--- src/rtl/core/pst_pkg.sv ---
package pst_pkg;

    localparam int COORD_BITS_DEF = 12;
    localparam int FRAC_BITS_DEF  = 8;

    localparam int DIM_W   = 13;
    localparam int REG_W   = 24;
    localparam int NUM_W   = 2 * REG_W;
    localparam int QUO_W   = 33;
    localparam int OUT_W   = 32;
    localparam int LANES   = 3;
    localparam int ADDR_W  = 4;
    localparam int DATA_W  = 32;

    localparam int LANE_X = 0;
    localparam int LANE_Y = 1;
    localparam int LANE_Z = 2;

    localparam logic [DIM_W-1:0] WIDTH_RST  = DIM_W'(640);
    localparam logic [DIM_W-1:0] HEIGHT_RST = DIM_W'(480);
    localparam logic [REG_W-1:0] FOCAL_RST  = REG_W'(128000);
    localparam logic [REG_W-1:0] BASE_RST   = REG_W'(25600);

    typedef enum logic [1:0] {
        REG_IMAGE_WIDTH  = 2'd0,
        REG_IMAGE_HEIGHT = 2'd1,
        REG_FOCAL_LENGTH = 2'd2,
        REG_BASELINE     = 2'd3
    } pst_reg_t;

    typedef struct packed {
        logic             zd;
        logic [LANES-1:0] neg;
        logic [LANES-1:0] ovf;
    } pst_ctrl_t;

endpackage

--- src/rtl/core/pst_cell.sv ---
module pst_cell #(
    parameter int DW  = pst_pkg::COORD_BITS_DEF + 1,
    parameter int BIT = 0
) (
    input  logic                                          clk,
    input  logic                                          rst_n,
    input  logic                                          in_valid,
    output logic                                          in_ready,
    input  pst_pkg::pst_ctrl_t                            in_ctrl,
    input  logic [pst_pkg::LANES-1:0][DW-1:0]             in_rem,
    input  logic [pst_pkg::LANES-1:0][pst_pkg::NUM_W-1:0] in_num,
    input  logic [pst_pkg::LANES-1:0][DW-1:0]             in_den,
    input  logic [pst_pkg::LANES-1:0][pst_pkg::QUO_W-1:0] in_q,
    output logic                                          out_valid,
    input  logic                                          out_ready,
    output pst_pkg::pst_ctrl_t                            out_ctrl,
    output logic [pst_pkg::LANES-1:0][DW-1:0]             out_rem,
    output logic [pst_pkg::LANES-1:0][pst_pkg::NUM_W-1:0] out_num,
    output logic [pst_pkg::LANES-1:0][DW-1:0]             out_den,
    output logic [pst_pkg::LANES-1:0][pst_pkg::QUO_W-1:0] out_q
);

    logic [pst_pkg::LANES-1:0][DW:0]                t, diff;
    logic [pst_pkg::LANES-1:0]                      ge;
    logic [pst_pkg::LANES-1:0][DW-1:0]              rem_next;
    logic [pst_pkg::LANES-1:0][pst_pkg::QUO_W-1:0]  q_next;

    logic                                           valid_reg, valid_next;
    pst_pkg::pst_ctrl_t                             ctrl_reg;
    logic [pst_pkg::LANES-1:0][DW-1:0]              rem_reg, den_reg;
    logic [pst_pkg::LANES-1:0][pst_pkg::NUM_W-1:0]  num_reg;
    logic [pst_pkg::LANES-1:0][pst_pkg::QUO_W-1:0]  q_reg;

    // one restoring step per lane
    always_comb
    begin
        for (int l = 0; l < pst_pkg::LANES; l++)
        begin
            t[l]        = {in_rem[l], in_num[l][BIT]};
            ge[l]       = (t[l] >= {1'b0, in_den[l]});
            diff[l]     = t[l] - {1'b0, in_den[l]};
            rem_next[l] = ge[l] ? diff[l][DW-1:0] : t[l][DW-1:0];
            q_next[l]      = in_q[l];
            q_next[l][BIT] = ge[l];
        end
    end

    assign in_ready   = !valid_reg || out_ready;
    assign valid_next = in_ready ? in_valid : valid_reg;

    always_ff @(posedge clk or negedge rst_n)
    begin
        if (!rst_n)
        begin
            valid_reg <= 1'b0;
        end
        else
        begin
            valid_reg <= valid_next;
        end
    end

    always_ff @(posedge clk)
    begin
        if (in_valid && in_ready)
        begin
            ctrl_reg <= in_ctrl;
            rem_reg  <= rem_next;
            num_reg  <= in_num;
            den_reg  <= in_den;
            q_reg    <= q_next;
        end
    end

    assign out_valid = valid_reg;
    assign out_ctrl  = ctrl_reg;
    assign out_rem   = rem_reg;
    assign out_num   = num_reg;
    assign out_den   = den_reg;
    assign out_q     = q_reg;

endmodule

--- config.mk ---
export PLATFORM = sky130hd
export DESIGN_NAME = pst_cell
export DESIGN_NICKNAME = d
export VERILOG_FILES = /design/src/rtl/core/pst_pkg.sv /design/src/rtl/core/pst_cell.sv
export SDC_FILE = /design/constraint.sdc
export NUM_CORES = 1
export LEC_CHECK = 0
export ABC_AREA = 1
export BUFFER_PORTS_ARGS = -buffer_cell sky130_fd_sc_hd__buf_2
export CAP_MARGIN = 20
export CORE_AREA = 5 5 254 256
export CTS_CLUSTER_DIAMETER = 120
export DETAILED_ROUTE_END_ITERATION = 10
export DIE_AREA = 0 0 259 261
export SLEW_MARGIN = 20
export SYNTH_ARGS = -nofsm -noshare
export SYNTH_HDL_FRONTEND = slang
export SYNTH_SLANG_ARGS = --single-unit
--- constraint.sdc ---
create_clock -name clk -period 54.6 [get_ports clk]
set_input_delay 0 -clock clk [delete_from_list [all_inputs] [get_ports clk]]
set_output_delay 0 -clock clk [all_outputs]
set_load 0.01 [all_outputs]
==> metrics.md <==
| Metric | Value |
|---|---|
| Setup crit end kind | `flop` |
| CORE AREA | `0.06227 sq mm` |
| Die area | `0.06760 sq mm` |
| Register area share after synthesis | `73.71%` |
| Worst min-delay path class | `input pin to flop` |
| Vias per inst | `around 3.9` |
| DRT iter0 DRCs | `667` |
| Worst IR Drop VDD | `0.00002040 V` |
| Commonest non-fill, non-tap cell in the layout | `buf_2` |
| Critical path arrival | `3.90 ns` |
| Post-synth EDFFs | `328` |
| Port Buffers | `between 600 and 700` |
| Setup TNS | `0 ns` |
| Status | `complete, no violations` |
| Clock sink count | `about 330` |
| Final period util | `6.784%` |
| Worst r2r path cells | `5` |
| Worst-Skew Late Latency | `0.53 ns` |
| Slowest stage cell, crit path | `buf_4` |
| Overflow after GRT | `0` |
| Design area | `0.02221 sq mm` |
| Initial antenna violation count | `4` |
| Max Slew Vio Count | `0` |
| Rows | `92` |
| Mapped cell area | `0.01340 sq mm` |
| Pwr dens | `29.18 mW/mm^2` |
| Critical path class | `flop to flop` |
| WHS Path Cells | `5` |
| Syn Nets | `roughly 1,400` |
| Worst-path clk slew | `about 0.050 ns` |
| Worst-Margin Slew | `0.9241 ns` |
| Final setup fails | `0` |
| Multi-input logic area | `between 0.002 and 0.003 sq mm` |
| Worst Hold Endpoint | `out_rem[24]` |
| LEAKAGE | `about 10 nW` |
| IO Pins | `~660` |
| Pwr Total | `647.9 uW` |
| # fillers | `6,009` |
| Synthesized area per cell | `13.73 sq um` |
| Hpwl dp | `about 37 mm` |
| Clk buf depth | `3` |
| Num CTS Buffers | `38` |
| Flop2flop setup slack | `50.90 ns` |
| Post-DRT Antenna Nets | `0` |
| DRT Pass-1 Iters | `5` |
| Total number of vias | `approximately 11,000` |
| Commonest cells after routing, fill and taps aside | `658 x buf_2, 329 x dlygate4sd3_1, 328 x edfxtp_1, 222 x nand2_1, 154 x inv_1` |
| RD Place Congestion | `around 0.87` |
| Max-cap violations | `0` |
| Post-synthesis cell count | `between 900 and 1,000` |
| Finished Core Util | `35.66%` |
| Setup WS pre-CTS | `50.25 ns` |
| Post-cts sizing count | `0` |
| Worst path cell trace | `a21oi_4, buf_4, buf_4, buf_4, buf_16` |
| DRC viols | `0` |
| Clk root buf | `clkbuf_16` |
| Sequential cell area | `0.009874 sq mm` |
| R2R Path Start | `out_valid` |
| Total Wirelength | `49.78 mm` |
| Req. time, crit path | `54.79 ns` |
| Post-CTS setup buffer count | `0` |
| CP Launch Type | `flop` |
| Die height | `roughly 260 um` |
| Vias in the first global route | `11,830` |
| Synth Register Bits | `329` |
| Effective utilization at floorplan | `21.51%` |
| Primary FF master, synth | `edfxtp_1` |
| Synth cell types | `29` |
| Layout cells sized above 1 | `39.78%` |
| Ys Warns | `0` |
| Async SR Flop Fraction | `0.3040%` |
| CTS H-Tree Depth | `2` |
| Top cell by count, worst path | `buf_4` |
| Slew margin rel. | `38.39%` |
| Chip Width | `259 um` |
| CP max stage delay | `0.73 ns` |
| GR Util All Layers | `13.43%` |
| Number of nets in the layout | `~2,400` |
| Placed cell areas | `0.01769 sq mm` |
| Clk_skew | `0.01525 ns` |
| FF-to-FF End | `out_den[5]` |
| Final Hold Fails | `0` |
| Tmin final | `between 3 and 4 ns` |
| Hold Startpoint | `in_rem[25]` |
| Crit-path max FO | `67` |
| RSZ-0062 raised after global routing | `false` |
| Setup ws final | `50.90 ns` |
| Largest net degree at the start of global routing | `92` |
| First-pass GRT wire length | `between 70 and 80 mm` |
| Peak Freq | `between 200 and 300 MHz` |
| Area delta synth->final | `65.76%` |
| Avg WL per Cell | `17.30 um` |
| TritonCTS clock tree | `built` |
[what timing repair did]
item | in CTS | in global routing
endpoints found under the setup margin | 0 | 0
endpoints found under the hold margin | 346 | 0
hold buffers | 329 | 0
[final cells by class]
type                       instances  area share (%)
timing repair buffer             993           30.01
antenna                            5         0.05634
inverter                         168           2.840
clock buffer                      51           4.643
tap                              846           4.767
sequential                       329           44.47
clock inverter                    15          0.5916
multi-input combinational        470           12.63
[critical path: cells and delay by family (launching register included)]
kind | cells | cell delay (ns)
AOI/OAI and AO/OA | 1 | 0.61
buffers and inverters | 4 | 2.21
DFF | 1 | 0.42
[where the power goes]
part,leakage [nW],switching (mW),internal (mW),total [mW]
Clock,0.572,0.0990,0.142,0.241
Combinational,6.28,0.0575,0.0472,0.105
Sequential,3.14,0.00442,0.298,0.302
[cell usage after synthesis, types with 7 or more instances]
master	number	area share (%)
edfxtp_1	328	74
nand2_1	222	6.2
inv_1	154	4.3
ha_1	39	3.6
nand3_1	38	1.4
nand4_1	30	1.4
nor2_1	26	0.73
nand2_2	20	0.93
o21ai_2	17	1.1
xor2_1	15	0.98
a21oi_1	14	0.52
inv_2	14	0.39
nand3_2	13	0.97
nor2_2	8	0.37
nor2_4	7	0.59
o21ai_1	7	0.26
[sequential cells by signal, indices dropped and copies added (netlist names)]
register	cells
out_rem	39
out_ctrl	7
out_valid	1
out_den	39
out_q	99
out_num	144
[metrics by stage]
step | hold slack (ns) | std cells
floorplan | -0.2956 | 976
global placement | -0.2231 | 2475
detailed placement | -0.2201 | 2475
CTS | 0.001608 | 2870
global route | 0.02862 | 2872
finish | 0.05093 | 2877
[logic make-up (layout without fill, tap and decap cells)]
kind of cell	after synthesis	count (layout)	share of synthesized area (%)
other	0	5	0
adder cells (fa/ha/maj)	42	42	4.091
AND/OR/NAND/NOR	372	372	13.57
AO/OA/AOI/OAI	41	41	2.204
XOR/XNOR	15	15	0.9807
buffers and inverters	177	1227	5.445
flip-flops	329	329	73.71
[worst max path at each step]
| stage | from | to | slack [ns] | depth (start not counted) |
|---|---|---|---|---|
| 2_1_floorplan | out_valid | out_ctrl[0] | 37.30 | 1 |
| 4_1_cts | out_valid | out_ctrl[3] | 50.25 | 4 |
| 5_1_grt | out_valid | out_den[5] | 50.70 | 5 |
| 3_3_place_gp | out_valid | out_num[16] | 50.45 | 4 |
| 3_5_place_dp | out_valid | out_num[16] | 50.25 | 4 |
| 6_report | out_valid | out_den[5] | 50.90 | 5 |
[metal layers]
layer / GRT usage, % / share of wire (%)
met5: 0 / 0.018
met4: 4.943 / 3.4
met3: 3.905 / 8.3
met2: 23.44 / 50
met1: 15.77 / 39
(Power assumes the default switching activity.)
