`config.mk`:
```
export PLATFORM = sky130hd
export DESIGN_NAME = pst_front
export DESIGN_NICKNAME = d
export VERILOG_FILES = /design/src/rtl/core/pst_pkg.sv /design/src/rtl/core/pst_front.sv
export SDC_FILE = /design/constraint.sdc
export NUM_CORES = 2
export LEC_CHECK = 0
export BUFFER_PORTS_ARGS = -buffer_cell sky130_fd_sc_hd__buf_4
export CORE_MARGIN = 4
export CORE_UTILIZATION = 39
export CTS_BUF_LIST = sky130_fd_sc_hd__clkbuf_8
export DETAILED_ROUTE_END_ITERATION = 16
export REMOVE_ABC_BUFFERS = 1
export SETUP_SLACK_MARGIN = 0.3
export SLEW_MARGIN = 20
export SYNTH_ARGS = -nofsm -noshare
export SYNTH_HDL_FRONTEND = slang
export SYNTH_SLANG_ARGS = --single-unit
```
`constraint.sdc`:
```
create_clock -name clk -period 8.35 [get_ports clk]
set_clock_uncertainty 0.1 [all_clocks]
set_input_delay 1.67 -clock clk [delete_from_list [all_inputs] [get_ports clk]]
set_output_delay 1.67 -clock clk [all_outputs]
set_load 0.02 [all_outputs]
```
`src/rtl/core/pst_pkg.sv`:
```
package pst_pkg;

    localparam int COORD_BITS_DEF = 12;
    localparam int FRAC_BITS_DEF  = 8;

    localparam int DIM_W   = 13;
    localparam int REG_W   = 24;
    localparam int NUM_W   = 2 * REG_W;
    localparam int QUO_W   = 33;
    localparam int OUT_W   = 32;
    localparam int LANES   = 3;
    localparam int ADDR_W  = 4;
    localparam int DATA_W  = 32;

    localparam int LANE_X = 0;
    localparam int LANE_Y = 1;
    localparam int LANE_Z = 2;

    localparam logic [DIM_W-1:0] WIDTH_RST  = DIM_W'(640);
    localparam logic [DIM_W-1:0] HEIGHT_RST = DIM_W'(480);
    localparam logic [REG_W-1:0] FOCAL_RST  = REG_W'(128000);
    localparam logic [REG_W-1:0] BASE_RST   = REG_W'(25600);

    typedef enum logic [1:0] {
        REG_IMAGE_WIDTH  = 2'd0,
        REG_IMAGE_HEIGHT = 2'd1,
        REG_FOCAL_LENGTH = 2'd2,
        REG_BASELINE     = 2'd3
    } pst_reg_t;

    typedef struct packed {
        logic             zd;
        logic [LANES-1:0] neg;
        logic [LANES-1:0] ovf;
    } pst_ctrl_t;

endpackage

```
`src/rtl/core/pst_front.sv`:
```
module pst_front #(
    parameter int COORD_BITS = pst_pkg::COORD_BITS_DEF,
    parameter int FRAC_BITS  = pst_pkg::FRAC_BITS_DEF,
    parameter int DW         = COORD_BITS + 1
) (
    input  logic                                       clk,
    input  logic                                       rst_n,
    input  logic                                       in_valid,
    output logic                                       in_ready,
    input  logic [COORD_BITS-1:0]                      lx,
    input  logic [COORD_BITS-1:0]                      rx,
    input  logic [COORD_BITS-1:0]                      ry,
    input  logic [pst_pkg::DIM_W-1:0]                  img_w,
    input  logic [pst_pkg::DIM_W-1:0]                  img_h,
    input  logic [pst_pkg::REG_W-1:0]                  focal,
    input  logic [pst_pkg::REG_W-1:0]                  base,
    output logic                                       out_valid,
    input  logic                                       out_ready,
    output pst_pkg::pst_ctrl_t                         out_ctrl,
    output logic [pst_pkg::LANES-1:0][pst_pkg::NUM_W-1:0] out_num,
    output logic [pst_pkg::LANES-1:0][DW-1:0]          out_den
);

    localparam int AW = (COORD_BITS + 1 > pst_pkg::DIM_W) ? COORD_BITS + 1 : pst_pkg::DIM_W;
    localparam int SW = AW + 2;
    localparam int PW = AW + pst_pkg::REG_W;

    logic [SW-1:0]         nx, ny;
    logic [COORD_BITS:0]   d;
    logic [SW-1:0]         nx_abs, ny_abs;
    logic [COORD_BITS:0]   d_abs;

    logic                  s1_valid_reg, s1_valid_next;
    logic [AW-1:0]         ax_reg, ay_reg;
    logic [COORD_BITS-1:0] ad_reg;
    logic                  sx_reg, sy_reg, sd_reg, zd_reg;
    logic                  s1_ready;

    logic                  s2_valid_reg, s2_valid_next;
    logic [PW-1:0]         px, py;
    logic [pst_pkg::NUM_W-1:0] pf;
    pst_pkg::pst_ctrl_t    ctrl_reg;
    logic [pst_pkg::LANES-1:0][pst_pkg::NUM_W-1:0] num_reg;
    logic [pst_pkg::LANES-1:0][DW-1:0] den_reg;
    logic                  s2_ready;

    always_comb
    begin
        nx = SW'(lx) + SW'(rx) - SW'(img_w);
        ny = SW'({ry, 1'b0}) - SW'(img_h);
        d  = (COORD_BITS+1)'(lx) - (COORD_BITS+1)'(rx);
        nx_abs = nx[SW-1] ? (SW'(0) - nx) : nx;
        ny_abs = ny[SW-1] ? (SW'(0) - ny) : ny;
        d_abs  = d[COORD_BITS] ? ((COORD_BITS+1)'(0) - d) : d;
    end

    assign s2_ready = !s2_valid_reg || out_ready;
    assign s1_ready = !s1_valid_reg || s2_ready;
    assign in_ready = s1_ready;

    assign s1_valid_next = in_ready ? in_valid : s1_valid_reg;
    assign s2_valid_next = s2_ready ? s1_valid_reg : s2_valid_reg;

    always_ff @(posedge clk or negedge rst_n)
    begin
        if (!rst_n)
        begin
            s1_valid_reg <= 1'b0;
            s2_valid_reg <= 1'b0;
        end
        else
        begin
            s1_valid_reg <= s1_valid_next;
            s2_valid_reg <= s2_valid_next;
        end
    end

    always_ff @(posedge clk)
    begin
        if (in_valid && in_ready)
        begin
            ax_reg <= nx_abs[AW-1:0];
            ay_reg <= ny_abs[AW-1:0];
            ad_reg <= d_abs[COORD_BITS-1:0];
            sx_reg <= nx[SW-1];
            sy_reg <= ny[SW-1];
            sd_reg <= d[COORD_BITS];
            zd_reg <= (lx == rx);
        end
    end

    always_comb
    begin
        px = PW'(ax_reg) * PW'(base);
        py = PW'(ay_reg) * PW'(base);
        pf = (pst_pkg::NUM_W'(focal) * pst_pkg::NUM_W'(base)) >> FRAC_BITS;
    end

    always_ff @(posedge clk)
    begin
        if (s1_valid_reg && s2_ready)
        begin
            num_reg[pst_pkg::LANE_X] <= pst_pkg::NUM_W'(px);
            num_reg[pst_pkg::LANE_Y] <= pst_pkg::NUM_W'(py);
            num_reg[pst_pkg::LANE_Z] <= pf;
            den_reg[pst_pkg::LANE_X] <= DW'({ad_reg, 1'b0});
            den_reg[pst_pkg::LANE_Y] <= DW'({ad_reg, 1'b0});
            den_reg[pst_pkg::LANE_Z] <= DW'(ad_reg);
            ctrl_reg.zd  <= zd_reg;
            ctrl_reg.neg <= {sd_reg, sy_reg ^ sd_reg, sx_reg ^ sd_reg};
            ctrl_reg.ovf <= '0;
        end
    end

    assign out_valid = s2_valid_reg;
    assign out_ctrl  = ctrl_reg;
    assign out_num   = num_reg;
    assign out_den   = den_reg;

endmodule

```
==> results_dict.tcl <==
set metrics [dict create \
    fmax_mhz 126 \
    cts_sinks 174 \
    final_layout_size_suffix_gt1_share_pct 12.1 \
    dp_hpwl_um 101000 \
    syn-instance-count 4887 \
    route.detailed.drc 0 \
    cts_buffers 17 \
    coreArea_um2 116000 \
    syn_area_um2 45600 \
    dieArea_um2 123000 \
    post-route-util_pct 44.1 \
    synth_top_area_share_pct 42.9 \
    synth_edf_count 172 \
    syn_to_final_growth_pct 12.2 \
    final.setup.tns_ns 0 \
    firstDrtPassIters 5 \
    async_flop_share_pct 1.15 \
    first_global_vias 35900 \
    yosysWarnings 0 \
    io_pins 306 \
    via_count 32900 \
    path_class "in -> reg" \
    setup_viol 0 \
    period_minus_slack_ns 7.91 \
    grt.total_usage_pct 20.8 \
    worstSetupEndpointType "flip-flop" \
    cts_root_buf "clkbuf_8" \
    synth-seq-cells 174 \
    cts_hold_buf 0 \
    routed_wl_um 121000 \
    clk_path_buf_depth 2 \
    outcome "completed" \
    postSynthAreaPerCell_um2 9.34 \
    max-slew-margin-rel_pct 32.6 \
    grt_pass1_wl_um 198000 \
    cp.arrival_ns 8.18 \
    place_congestion 0.885 \
    ys_seq_area_share_pct 11.4 \
    die_y_um 350 \
    grt_max_degree 81 \
    grt_overflow 0 \
    hold_class "reg -> reg" \
    cts.clk_slew.worst_paths_ns 0.12 \
    worst_pin_slew_ns 1.01 \
    ant_nets 0 \
    max_cap_viol_count 0 \
    initial_core_util_pct 39.3 \
    synth_top_cells_by_area "fa_1 (43%), edfxtp_1 (11%), ha_1 (10%), inv_1 (9.0%), and2_1 (7.0%)" \
    routedWlPerCell_um 18.1 \
    antenna_found_initial 14 \
    largest_reg_flops 114 \
    ys.flop_type "edfxtp_1" \
    timing_hold_violations_final 0 \
    timing.final.crit_share_pct 94.7 \
    placed_cell_area_um2 50400 \
    htreeDepth 4 \
    die_width_um 350 \
    fillers 11400 \
    synthDistinctLibCells 75 \
    fin_area_um2 51200 \
    slew_viol_final 0 \
    rsz0062_at_grt "yes" \
    worstSkewPairLatency_ns 0.63 \
    yosys.area.top_type "fa_1" \
    cts_tree "done" \
    placed_cells 6677 \
    rows 125 \
    initialDrtViolationCount 1664 \
    crit_required_ns 8.62 \
    cp_max_fo 7 \
    nNetsFinal 6647 \
    routed_via_density 4.90 \
    io_buffer_count 269 \
    final_cells 6724 \
    startpoint_type "input port" \
]
critical path, cell delays in order:
cell and delay [ns]:
buf_6 0.13, buf_4 0.15, and2_1 0.17, fa_1 0.46, fa_1 0.49, inv_1 0.05, fa_1 0.51, fa_1 0.50
inv_1 0.05, fa_1 0.46, fa_1 0.52, inv_1 0.05, fa_1 0.47, inv_1 0.06, ha_4 0.21, a21o_1 0.17
a21o_1 0.18, a21o_1 0.20, or4b_4 0.55, nor3_4 0.22, nor2_4 0.12, a21o_1 0.23, a311oi_2 0.28, o21bai_1 0.11
xor2_1 0.15
per-stage QoR:
step                      setup WS (ns)  hold WS [ns]
after global routing              0.288         0.338
after global placement           -0.433         0.306
after detailed placement         -0.486         0.305
final                             0.441         0.334
after floorplan                   0.224         0.300
after CTS                         0.306         0.335
logic make-up after synthesis:
family	share of synthesized area (%)
and+or+nand+nor	15.7
buffers and inverters	11.9
adders and majority gates	53.2
AOI/OAI and AO/OA	4.60
DFF	11.4
xor gates and xnor gates	3.09
other	0.00822
cells in the mapped netlist, drive strengths merged (16+ instances only):
cell,instances
xnor2,122
nand3,19
a21o,50
a21oi,96
o21ai,50
o21a,16
fa,979
xor2,39
edfxtp,172
and2,510
clkbuf,228
nor2b,16
nor3,24
inv,1095
buf,65
nor2,102
nand2,754
ha,375
path summary, 6_finish.rpt:
| kind | depth (start not counted) | start | slack [ns] | end |
|---|---|---|---|---|
| min in group asynchronous | 1 | rst_n | 0.73 | out_valid |
| worst max register to register | 22 | ay_reg[1] | 1.31 | out_num[81] |
| worst max-delay path | 25 | focal[16] | 0.44 | out_num[122] |
| worst min-delay path | 0 | ad_reg[0] | 0.33 | out_den[26] |
| max in group asynchronous | 1 | rst_n | 7.34 | s1_valid_reg |
| worst min register to register | 0 | ad_reg[0] | 0.33 | out_den[26] |
layer usage:
layer | vias up | wire, um | global-route usage [%] | part of all wire, %
met5 | - | 66 | 0 | 0.054
met2 | 816 | 57300 | 34.5 | 47
li1 | 15000 | - | - | -
met4 | 12 | 3450 | 6.00 | 2.8
met1 | 16900 | 52400 | 27.6 | 43
met3 | 157 | 8260 | 4.49 | 6.8
layout by cell type, fill, tap and decap left out, types with 17 or more instances in the layout:
cell type  Yosys  layout
inv_1       1093    1085
buf_4         60     490
nand3_1       19      19
and2_1       510     504
clkbuf_8       0      17
buf_6          0      25
nand2_1      754     754
edfxtp_1     172     172
a21oi_1       95      91
xor2_1        39      39
nor2_1       101     101
conb_1         1      36
fa_1         979     958
fa_2           0      21
nor3_1        22      22
ha_1         375     370
o21ai_0       36      35
xnor2_1      122     122
a21o_1        50      50
repair_timing:
| action | CTS | global route |
|---|---|---|
| resized for setup | 4 | 80 |
| endpoints found under the setup margin | 4 | 19 |
| pin swaps | 7 | 61 |
| buffers inserted | 0 | 5 |
| cloned | 0 | 2 |
cell type report:
class	instances	area, um^2	share of cell area [%]
diodes	8	20.0	0.0391
well taps	1524	1910	3.72
clock buffers	17	234	0.457
clock inverters	15	181	0.354
repair buffers	531	4270	8.33
inverters	1095	4110	8.03
flip-flops and latches	174	5220	10.2
multi-input cells	3360	35300	68.9
Power is left out: the tool's default activity adds up to more than one toggle a clock period on the data nets, which glitch-free logic cannot reach.
